===== src/rtl/core/fqd_pkg.sv =====
// Shared types, constants and helpers of the FM quadrature demodulator.
// No dependencies; every other file in rtl/core imports this package.
`timescale 1ns / 1ps
`default_nettype none

package fqd_pkg;

    // fixed-point fraction bits of the sample and angle format
    localparam int FRAC_BITS = 10;

    // pi/4 and 3pi/4 with a 32-bit fraction, rescaled to FRAC_BITS
    localparam logic [63:0] QUARTER_PI_Q32       = 64'd3373259426;
    localparam logic [63:0] THREE_QUARTER_PI_Q32 = 64'd10119778278;
    localparam logic [31:0] QUARTER_PI       = 32'(QUARTER_PI_Q32 >> (32 - FRAC_BITS));
    localparam logic [31:0] THREE_QUARTER_PI = 32'(THREE_QUARTER_PI_Q32 >> (32 - FRAC_BITS));

    // added to negative values so the arithmetic shift truncates towards zero
    localparam logic [31:0] DQ_BIAS = 32'((64'd1 << FRAC_BITS) - 64'd1);

    localparam logic [15:0] GAIN_RESET = 16'd758;

    typedef struct packed {
        logic signed [31:0] sample_real;
        logic signed [31:0] sample_imag;
        logic               last_in_block;
    } t_in_item;

    typedef struct packed {
        logic signed [31:0] demod_sample;
        logic               last_out;
    } t_out_item;

    // work handed from the front to the back: current and previous sample
    typedef struct packed {
        logic [31:0] cur_re;
        logic [31:0] cur_im;
        logic [31:0] prev_re;
        logic [31:0] prev_im;
        logic        last;
    } t_cmd;

    // status of the back end
    typedef struct packed {
        logic idle;
        logic res_push;
    } t_eng_stat;

    // truncating division of a wrapped 32-bit value by 2^FRAC_BITS
    function automatic logic [31:0] dequant(input logic [31:0] v);
        logic [31:0]        biased;
        logic signed [31:0] s;
        begin
            biased = v + (v[31] ? DQ_BIAS : 32'd0);
            s      = signed'(biased);
            return 32'(s >>> FRAC_BITS);
        end
    endfunction

endpackage

`default_nettype wire


===== src/rtl/core/fqd_front.sv =====
// Front end: accepts input items, pairs each with the previous sample and
// queues the pair for the back end. Depends on fqd_pkg.
`timescale 1ns / 1ps
`default_nettype none

module fqd_front (
    input  wire logic            i_clk,
    input  wire logic            i_rst_n,
    input  wire logic            push,
    input  fqd_pkg::t_in_item    i_in_item,
    output logic                 full,
    input  wire logic            i_cmd_pop,
    output logic                 o_cmd_valid,
    output fqd_pkg::t_cmd        o_cmd
);
    import fqd_pkg::*;

    t_cmd        r_q [2];
    logic        r_wr;
    logic        r_rd;
    logic [1:0]  r_cnt;
    logic [31:0] r_prev_re;
    logic [31:0] r_prev_im;
    logic        w_acc;
    logic        w_take;
    t_cmd        w_cmd;

    assign full        = (r_cnt == 2'd2);
    assign o_cmd_valid = (r_cnt != 2'd0);
    assign o_cmd       = r_q[r_rd];
    assign w_acc       = push && !full;
    assign w_take      = i_cmd_pop && o_cmd_valid;

    // pair the new sample with the one before it
    always_comb begin
        w_cmd.cur_re  = i_in_item.sample_real;
        w_cmd.cur_im  = i_in_item.sample_imag;
        w_cmd.prev_re = r_prev_re;
        w_cmd.prev_im = r_prev_im;
        w_cmd.last    = i_in_item.last_in_block;
    end

    // queue storage
    always_ff @(posedge i_clk) begin
        if (w_acc) begin
            r_q[r_wr] <= w_cmd;
        end
    end

    // pointers, occupancy and previous sample
    always_ff @(posedge i_clk) begin
        if (!i_rst_n) begin
            r_wr      <= 1'b0;
            r_rd      <= 1'b0;
            r_cnt     <= 2'd0;
            r_prev_re <= 32'd0;
            r_prev_im <= 32'd0;
        end else begin
            if (w_acc) begin
                r_wr      <= ~r_wr;
                r_prev_re <= i_in_item.sample_real;
                r_prev_im <= i_in_item.sample_imag;
            end
            if (w_take) begin
                r_rd <= ~r_rd;
            end
            if (w_acc && !w_take) begin
                r_cnt <= r_cnt + 2'd1;
            end else if (!w_acc && w_take) begin
                r_cnt <= r_cnt - 2'd1;
            end
        end
    end

endmodule

`default_nettype wire


===== src/rtl/core/fqd_engine.sv =====
// Back end: conjugate product, quadrant arctangent with an iterative divider
// and gain scaling, one shared 32x32 multiplier. Depends on fqd_pkg.
`timescale 1ns / 1ps
`default_nettype none

module fqd_engine (
    input  wire logic             i_clk,
    input  wire logic             i_rst_n,
    input  wire logic [15:0]      i_gain,
    input  wire logic             i_cmd_valid,
    input  fqd_pkg::t_cmd         i_cmd,
    output logic                  o_cmd_pop,
    input  wire logic             i_res_full,
    output fqd_pkg::t_out_item    o_res,
    output fqd_pkg::t_eng_stat    o_stat
);
    import fqd_pkg::*;

    localparam logic [3:0] S_IDLE  = 4'd0;
    localparam logic [3:0] S_MUL   = 4'd1;
    localparam logic [3:0] S_AY    = 4'd2;
    localparam logic [3:0] S_ND    = 4'd3;
    localparam logic [3:0] S_MAG   = 4'd4;
    localparam logic [3:0] S_DIV   = 4'd5;
    localparam logic [3:0] S_RATIO = 4'd6;
    localparam logic [3:0] S_MQ    = 4'd7;
    localparam logic [3:0] S_ANG   = 4'd8;
    localparam logic [3:0] S_NEGA  = 4'd9;
    localparam logic [3:0] S_MG    = 4'd10;
    localparam logic [3:0] S_OUT   = 4'd11;

    logic [3:0]  r_state;
    logic [2:0]  r_k;
    logic [4:0]  r_dcnt;
    logic [31:0] r_re, r_im, r_pr, r_npi;
    logic        r_last;
    logic [31:0] r_p;
    logic [31:0] r_cr, r_ci;
    logic [31:0] r_ay;
    logic        r_xneg, r_yneg;
    logic [31:0] r_num, r_den;
    logic [31:0] r_rem, r_quo, r_dmag;
    logic        r_qneg, r_dzero;
    logic [31:0] r_ratio;
    logic [31:0] r_ang;

    logic [31:0] w_ma, w_mb, w_prod;
    logic [31:0] w_dq;
    logic [31:0] w_shift;
    logic [32:0] w_diff;
    logic        w_push;

    assign w_dq   = dequant(r_p);
    assign w_push = (r_state == S_OUT) && !i_res_full;

    assign o_cmd_pop       = (r_state == S_IDLE) && i_cmd_valid;
    assign o_res.demod_sample = signed'(w_dq);
    assign o_res.last_out  = r_last;
    assign o_stat.idle     = (r_state == S_IDLE);
    assign o_stat.res_push = w_push;

    // shared multiplier operand select, low 32 bits kept
    always_comb begin
        w_ma = 32'd0;
        w_mb = 32'd0;
        unique case (r_state)
            S_MUL: begin
                case (r_k)
                    3'd0: begin w_ma = r_pr;  w_mb = r_re; end
                    3'd1: begin w_ma = r_npi; w_mb = r_im; end
                    3'd2: begin w_ma = r_pr;  w_mb = r_im; end
                    3'd3: begin w_ma = r_npi; w_mb = r_re; end
                    default: begin w_ma = 32'd0; w_mb = 32'd0; end
                endcase
            end
            S_MQ: begin
                w_ma = QUARTER_PI;
                w_mb = r_ratio;
            end
            S_MG: begin
                w_ma = {16'd0, i_gain};
                w_mb = r_ang;
            end
            default: begin
                w_ma = 32'd0;
                w_mb = 32'd0;
            end
        endcase
    end

    assign w_prod = w_ma * w_mb;

    // one restoring divider step on magnitudes
    assign w_shift = {r_rem[30:0], r_quo[31]};
    assign w_diff  = {1'b0, w_shift} - {1'b0, r_dmag};

    // datapath registers
    always_ff @(posedge i_clk) begin
        // the scaled result stays in r_p while it waits for the queue
        if (r_state != S_OUT) begin
            r_p <= w_prod;
        end
        unique case (r_state)
            S_IDLE: begin
                r_re   <= i_cmd.cur_re;
                r_im   <= i_cmd.cur_im;
                r_pr   <= i_cmd.prev_re;
                r_npi  <= 32'd0 - i_cmd.prev_im;
                r_last <= i_cmd.last;
            end
            S_MUL: begin
                // accumulate the product held in r_p
                case (r_k)
                    3'd1: r_cr <= w_dq;
                    3'd2: r_cr <= r_cr - w_dq;
                    3'd3: r_ci <= w_dq;
                    3'd4: r_ci <= r_ci + w_dq;
                    default: r_cr <= r_cr;
                endcase
            end
            S_AY: begin
                r_ay   <= (r_ci[31] ? (32'd0 - r_ci) : r_ci) + 32'd1;
                r_yneg <= r_ci[31];
            end
            S_ND: begin
                r_xneg <= r_cr[31];
                if (!r_cr[31]) begin
                    r_num <= (r_cr - r_ay) << FRAC_BITS;
                    r_den <= r_cr + r_ay;
                end else begin
                    r_num <= (r_cr + r_ay) << FRAC_BITS;
                    r_den <= r_ay - r_cr;
                end
            end
            S_MAG: begin
                r_rem   <= 32'd0;
                r_quo   <= r_num[31] ? (32'd0 - r_num) : r_num;
                r_dmag  <= r_den[31] ? (32'd0 - r_den) : r_den;
                r_qneg  <= r_num[31] ^ r_den[31];
                r_dzero <= (r_den == 32'd0);
            end
            S_DIV: begin
                if (!w_diff[32]) begin
                    r_rem <= w_diff[31:0];
                    r_quo <= {r_quo[30:0], 1'b1};
                end else begin
                    r_rem <= w_shift;
                    r_quo <= {r_quo[30:0], 1'b0};
                end
            end
            S_RATIO: begin
                if (r_dzero) begin
                    r_ratio <= 32'd0;
                end else if (r_qneg) begin
                    r_ratio <= 32'd0 - r_quo;
                end else begin
                    r_ratio <= r_quo;
                end
            end
            S_ANG: begin
                r_ang <= (r_xneg ? THREE_QUARTER_PI : QUARTER_PI) - w_dq;
            end
            S_NEGA: begin
                if (r_yneg) begin
                    r_ang <= 32'd0 - r_ang;
                end
            end
            default: begin
                r_ang <= r_ang;
            end
        endcase
    end

    // sequencer
    always_ff @(posedge i_clk) begin
        if (!i_rst_n) begin
            r_state <= S_IDLE;
            r_k     <= 3'd0;
            r_dcnt  <= 5'd0;
        end else begin
            unique case (r_state)
                S_IDLE: begin
                    if (i_cmd_valid) begin
                        r_state <= S_MUL;
                        r_k     <= 3'd0;
                    end
                end
                S_MUL: begin
                    r_k <= r_k + 3'd1;
                    if (r_k == 3'd4) begin
                        r_state <= S_AY;
                    end
                end
                S_AY:  r_state <= S_ND;
                S_ND:  r_state <= S_MAG;
                S_MAG: begin
                    r_state <= S_DIV;
                    r_dcnt  <= 5'd0;
                end
                S_DIV: begin
                    r_dcnt <= r_dcnt + 5'd1;
                    if (r_dcnt == 5'd31) begin
                        r_state <= S_RATIO;
                    end
                end
                S_RATIO: r_state <= S_MQ;
                S_MQ:    r_state <= S_ANG;
                S_ANG:   r_state <= S_NEGA;
                S_NEGA:  r_state <= S_MG;
                S_MG:    r_state <= S_OUT;
                S_OUT: begin
                    if (!i_res_full) begin
                        r_state <= S_IDLE;
                    end
                end
                default: r_state <= S_IDLE;
            endcase
        end
    end

endmodule

`default_nettype wire


===== src/rtl/core/fqd_res_q.sv =====
// Two-entry result queue between the back end and the output port.
// Depends on fqd_pkg.
`timescale 1ns / 1ps
`default_nettype none

module fqd_res_q (
    input  wire logic            i_clk,
    input  wire logic            i_rst_n,
    input  wire logic            i_push,
    input  fqd_pkg::t_out_item   i_item,
    output logic                 o_full,
    output logic                 empty,
    input  wire logic            pop,
    output fqd_pkg::t_out_item   o_item
);
    import fqd_pkg::*;

    t_out_item  r_q [2];
    logic       r_wr;
    logic       r_rd;
    logic [1:0] r_cnt;
    logic       w_wr;
    logic       w_rd;

    assign o_full = (r_cnt == 2'd2);
    assign empty  = (r_cnt == 2'd0);
    assign o_item = r_q[r_rd];
    assign w_wr   = i_push && !o_full;
    assign w_rd   = pop && !empty;

    // storage
    always_ff @(posedge i_clk) begin
        if (w_wr) begin
            r_q[r_wr] <= i_item;
        end
    end

    // pointers and occupancy
    always_ff @(posedge i_clk) begin
        if (!i_rst_n) begin
            r_wr  <= 1'b0;
            r_rd  <= 1'b0;
            r_cnt <= 2'd0;
        end else begin
            if (w_wr) begin
                r_wr <= ~r_wr;
            end
            if (w_rd) begin
                r_rd <= ~r_rd;
            end
            if (w_wr && !w_rd) begin
                r_cnt <= r_cnt + 2'd1;
            end else if (!w_wr && w_rd) begin
                r_cnt <= r_cnt - 2'd1;
            end
        end
    end

endmodule

`default_nettype wire


===== src/rtl/core/fm_quadrature_demodulator.sv =====
// FM quadrature demodulator top level. Depends on fqd_pkg, fqd_front,
// fqd_engine and fqd_res_q.
// The back-end sequencer works on one item at a time, in 5 multiply steps, a
// 32-step restoring divider and 10 setup and finish steps, and takes the next
// item only from idle. An accepted item passes through the front queue, the
// back end and the result queue to o_out_item. Reset: synchronous active-low
// i_rst_n clears both queues, the previous sample and sets the gain to 758.
`timescale 1ns / 1ps
`default_nettype none

module fm_quadrature_demodulator (
    input  wire logic            i_clk,
    input  wire logic            i_rst_n,
    input  wire logic            push,
    output logic                 full,
    input  fqd_pkg::t_in_item    i_in_item,
    output logic                 empty,
    input  wire logic            pop,
    output fqd_pkg::t_out_item   o_out_item,
    input  wire logic            i_cfg_valid,
    output logic                 o_cfg_ready,
    input  wire logic [15:0]     i_cfg_data
);
    import fqd_pkg::*;

    logic        [15:0] r_gain;
    logic               w_cmd_valid;
    logic               w_cmd_pop;
    t_cmd               w_cmd;
    t_out_item          w_res;
    logic               w_res_full;
    t_eng_stat          w_stat;

    assign o_cfg_ready = 1'b1;

    // gain register
    always_ff @(posedge i_clk) begin
        if (!i_rst_n) begin
            r_gain <= GAIN_RESET;
        end else if (i_cfg_valid && o_cfg_ready) begin
            r_gain <= i_cfg_data;
        end
    end

    fqd_front u_front (
        .i_clk       (i_clk),
        .i_rst_n     (i_rst_n),
        .push        (push),
        .i_in_item   (i_in_item),
        .full        (full),
        .i_cmd_pop   (w_cmd_pop),
        .o_cmd_valid (w_cmd_valid),
        .o_cmd       (w_cmd)
    );

    fqd_engine u_engine (
        .i_clk       (i_clk),
        .i_rst_n     (i_rst_n),
        .i_gain      (r_gain),
        .i_cmd_valid (w_cmd_valid),
        .i_cmd       (w_cmd),
        .o_cmd_pop   (w_cmd_pop),
        .i_res_full  (w_res_full),
        .o_res       (w_res),
        .o_stat      (w_stat)
    );

    fqd_res_q u_res_q (
        .i_clk   (i_clk),
        .i_rst_n (i_rst_n),
        .i_push  (w_stat.res_push),
        .i_item  (w_res),
        .o_full  (w_res_full),
        .empty   (empty),
        .pop     (pop),
        .o_item  (o_out_item)
    );

    // the back end never writes into a full result queue
    a_no_res_overrun: assert property (@(posedge i_clk) disable iff (!i_rst_n)
        w_stat.res_push |-> !w_res_full)
        else $error("result written into full queue");

    // the back end starts work only on a queued item
    a_idle_holds: assert property (@(posedge i_clk) disable iff (!i_rst_n)
        (w_stat.idle && !w_cmd_valid) |=> w_stat.idle)
        else $error("back end left idle without an item");

    // no result is visible straight after reset
    a_reset_empty: assert property (@(posedge i_clk)
        !i_rst_n |=> empty)
        else $error("result queue not empty after reset");

    // an item is handed to the back end only while it is idle
    a_pop_when_idle: assert property (@(posedge i_clk) disable iff (!i_rst_n)
        w_cmd_pop |-> (w_stat.idle && w_cmd_valid))
        else $error("item taken while back end busy");

endmodule

`default_nettype wire


===== config.mk =====
export PLATFORM = sky130hd
export DESIGN_NAME = fm_quadrature_demodulator
export DESIGN_NICKNAME = d
export VERILOG_FILES = /design/src/rtl/core/fqd_pkg.sv /design/src/rtl/core/fqd_front.sv /design/src/rtl/core/fqd_engine.sv /design/src/rtl/core/fqd_res_q.sv /design/src/rtl/core/fm_quadrature_demodulator.sv
export SDC_FILE = /design/constraint.sdc
export NUM_CORES = 2
export LEC_CHECK = 0
export BUFFER_PORTS_ARGS = -buffer_cell sky130_fd_sc_hd__buf_2
export CORE_MARGIN = 3
export CORE_UTILIZATION = 50
export DETAILED_ROUTE_END_ITERATION = 12
export HOLD_SLACK_MARGIN = 0.05
export PLACE_DENSITY = 0.7
export SLEW_MARGIN = 10
export SYNTH_ARGS = -nofsm -noshare
export SYNTH_HDL_FRONTEND = slang
export SYNTH_SLANG_ARGS = --single-unit

===== constraint.sdc =====
create_clock -name i_clk -period 16 [get_ports i_clk]
set_input_delay 3.2 -clock i_clk [delete_from_list [all_inputs] [get_ports i_clk]]
set_output_delay 3.2 -clock i_clk [all_outputs]
set_load 0.01 [all_outputs]

==> results.md <==
Setup path:
- The worst register-to-register path has a setup slack of 5.80 ns.
- The highest net fanout along the worst path is 26.
- The startpoint-to-endpoint class of the critical path is register to register.
- The arrival time of data at the critical path endpoint is 10.64 ns.
- Tracing the worst setup path back leads to its startpoint at u_engine.r_k[2].
- The capturing instance or port of the critical path is u_engine.r_p[30].
- The endpoint class of the critical path is a register.
- The worst-path cell with the longest stage delay is nand3_1.
- In this run the critical register-to-register path is launched from u_engine.r_k[2].
- The data required time at the worst endpoint is 16.44 ns.
- Among the stages of the critical path, the cell type that occurs most often is inv_1.
- STA classifies the critical path startpoint as a register.
- The critical path's largest stage delay is 0.85 ns.
- The path depth of the worst reg2reg path is 33.
- The worst register-to-register path ends at u_engine.r_p[30].

STA:
- For the final routed database, the setup TNS stands at 0 ns.
- Final hold analysis gives a worst-case slack of 0.453 ns.
- The number of hold violations in the final report was 0.
- Setup repair after global routing left no endpoint under its margin.
- The headroom to the max-slew limit is 0.241.
- Setup violations remaining at the end of the flow were counted as 0.
- The setup skew after layout is 0.0520 ns.
- At the pin with the least slew margin, the transition time is 1.14 ns.
- The minimum clock period is 10.20 ns.
- In the finished design, the share of the clock period the worst path needs comes to 0.637.
- The highest attainable clock frequency is 98.1 MHz.
- The total count of max-transition violations in the final report is 0.

Synthesis:
- The share of synthesized registers carrying an async set or reset is 0.
- Of the synthesized area, sequential elements account for 0.404.
- The main flop type after synthesis is edfxtp_1.
- When the netlist entered floorplanning its net count stood at 6,880.
- The average cell area after synthesis is 10.4 um2.
- The post-synthesis cell type count is 96.
- The synthesized flop and latch total is 879.
- The count of mapped cells out of synthesis is 6,050.
- Yosys printed 0 warnings.
- The netlist area before placement is 62,800 um2.
- The number of enable flip-flop cells after synthesis is 777.

Global route:
- Across every metal layer, demand over resource in global routing totals 0.268.
- The pin count of the biggest net entering global routing is 141.
- The initial antenna violation count came to 2.
- The via count of the first global-routing pass is 45,300.
- The global-route wire length before repair is 269,000 um.
- The global route total overflow is 0.

Clock network:
- The clock sink count is 879.
- The maximum level of the CTS H-tree is 3.
- The post-cts hold buffer count is 0.
- The post-CTS setup buffer count is 0.
- The TritonCTS buffer count is 92.
- The CTS tree is yes.
- After clock tree synthesis, the clock-pin slew on the worst setup and hold paths is 0.06 ns.
- The maximum clock path buffer count is 3.
- The root buffer cell is clkbuf_16.
- The post-cts repair resize count is 0.
- The clock latency on the worst-skew pair is 0.71 ns.

Placed design:
- Detailed placement ended at an HPWL of 132,000 um.
- The count of buffers inserted at the top-level ports is 120.
- In this run the cell area measured after placement is 65,200 um2.
- At the end of routability-driven placement, the weighted congestion stood at 0.980.

Run status:
- The run finished with clean final reports.

Cells and area:
- The total number of nets in the final design is 6,928.
- In the layout the commonest cells are edfxtp_1 (777), inv_1 (663), nor2_1 (597).
- Relative to the synthesized area, the layout overhead comes to 8.96%.
- Of the cells placed in the final design, the portion with a size suffix greater than 1 is 0.0926.
- The number of fill cells in the layout is 10,600.
- The leading cell type in the layout, fill and taps excluded is edfxtp_1.
- The finished layout cell area is 68,400 um2.

Flow run:
- Across the run, the number of max-cap violations was 0.

Route:
- In the final routed layout, each cell accounts on average for 22.5 um.
- The via density per instance is 5.86.
- The number of DRC violations after detailed routing is 0.
- Before antenna repair, the detailed router went through 7 iterations.
- The iteration-0 DRC count of the detailed router is 3,992.
- Once detail routing completed, the nets flagged for antenna violations numbered 0.
- The via count is 45,800.
- Wires add up to 176,000 um.

Floorplan:
- The total die area is 130,000 um2.
- The floorplan has 129 rows.
- The count of pins on the block boundary is 122.
- The starting density of the core is 0.506.
- The core area is 124,000 um2.
- The floorplan step set the die height to 360 um.
- Measured along the x axis, the die boundary spans 360 um.

Power:
- Across the VDD grid, the largest voltage drop is 151 uV.
- The power density of the placed cells is 152 nW/um2.
- Summed over all cells, the static leakage comes to 27.4 nW.

Min path:
- The type of the most critical hold path is register to register.
cells in the mapped netlist, types with 41 or more instances:
| library cell | n | area [um2] |
|---|---|---|
| nand3_1 | 67 | 335 |
| mux2i_1 | 84 | 841 |
| clkbuf_1 | 206 | 773 |
| nor2_1 | 603 | 2260 |
| a21o_1 | 90 | 676 |
| or3_1 | 54 | 338 |
| o31ai_1 | 48 | 360 |
| o21ai_0 | 229 | 1150 |
| xnor2_1 | 253 | 2220 |
| dfxtp_1 | 102 | 2040 |
| edfxtp_1 | 777 | 23300 |
| nand2_1 | 562 | 2110 |
| xor2_1 | 168 | 1470 |
| a21oi_1 | 267 | 1340 |
| a21boi_0 | 79 | 593 |
| nor3_1 | 117 | 586 |
| ha_1 | 330 | 4130 |
| a22oi_1 | 41 | 308 |
| inv_1 | 665 | 2500 |
| nand2b_1 | 46 | 288 |
| mux2_2 | 122 | 1370 |
| and2_1 | 52 | 325 |
| fa_1 | 414 | 8290 |
| nor2b_1 | 44 | 275 |
worst min-delay path by stage:
stage / start / to / cells after the start
2_1_floorplan: u_engine.r_last / u_res_q.r_q[0][0] / 0
3_3_place_gp: u_front.r_prev_re[28] / u_front.r_q[0][61] / 0
3_5_place_dp: u_front.r_prev_im[12] / u_front.r_q[1][13] / 0
4_1_cts: u_front.r_prev_im[12] / u_front.r_q[1][13] / 0
5_1_grt: u_front.r_prev_re[20] / u_front.r_q[1][53] / 0
6_report: u_front.r_prev_re[20] / u_front.r_q[1][53] / 0
layout make-up:
class                      count  area, um2  share of cell area
timing repair buffer         212       1320              0.0193
multi-input combinational   4247      34000               0.497
clock buffer                 113       2490              0.0364
antenna                        1       2.50           0.0000366
clock inverter                57        644             0.00942
tap                         1637       2050              0.0300
inverter                     666       2500              0.0366
sequential                   879      25400               0.371
cell families (layout without fill, tap and decap cells):
kind of cell             Yosys count  count (layout)  share of synthesized area
other                              1               2                  0.0000597
flip-flops                       879             879                      0.404
adder cells (fa/ha/maj)          744             744                      0.198
AO/OA/AOI/OAI                   1121            1121                      0.118
multiplexers                     206             206                     0.0353
XOR/XNOR                         426             426                     0.0605
AND/OR/NAND/NOR                 1749            1749                      0.127
buffers and inverters            924            1048                     0.0569
routing by layer:
layer / vias up / wire length [um] / share of wire / global-route usage
met2: 1944 / 80600 / 0.46 / 0.431
met4: 2 / 7150 / 0.041 / 0.102
met5: - / 13 / 0.000074 / 0
met3: 351 / 15800 / 0.090 / 0.0556
li1: 21000 / - / - / -
met1: 22500 / 72400 / 0.41 / 0.360
metrics by stage:
step | power [mW] | setup WS, ns | util | cells
after floorplan | 6.53 | 5.72 | - | 6050
after global placement | 8.05 | 6.19 | 0.526 | 7641
after detailed placement | 8.14 | 6.04 | 0.526 | 7641
after CTS | 10.4 | 5.99 | 0.551 | 7811
after global routing | 11.0 | 5.25 | 0.551 | 7811
final | 10.4 | 5.80 | 0.551 | 7812
registers in the layout (all words and copies together), names as in the netlist, 32 cells and up, named ones only:
signal / flops
u_res_q.r_q: 46
u_front.r_q: 258
u_front.r_prev_im: 32
u_engine.r_ci: 32
u_engine.r_npi: 32
u_engine.r_ay: 32
u_engine.r_quo: 32
u_engine.r_pr: 32
u_engine.r_ang: 32
u_engine.r_im: 32
u_engine.r_re: 32
u_engine.r_cr: 32
u_engine.r_p: 32
u_engine.r_dmag: 32
u_engine.r_ratio: 32
u_front.r_prev_re: 32
power by group:
group	switching, mW	total (mW)	internal, mW
clock network	0.948	2.20	1.25
registers	0.279	3.39	3.12
logic	3.14	4.81	1.67
worst max-delay path: cells and delay by family, from the launching register on:
family | cells | cell delay [ns]
xor gates and xnor gates | 1 | 0.08
AOI/OAI and AO/OA | 7 | 1.77
and+or+nand+nor | 7 | 2.62
adders and majority gates | 10 | 4.23
buffers and inverters | 8 | 0.74
DFF | 1 | 0.46
(Power assumes the default switching activity.)
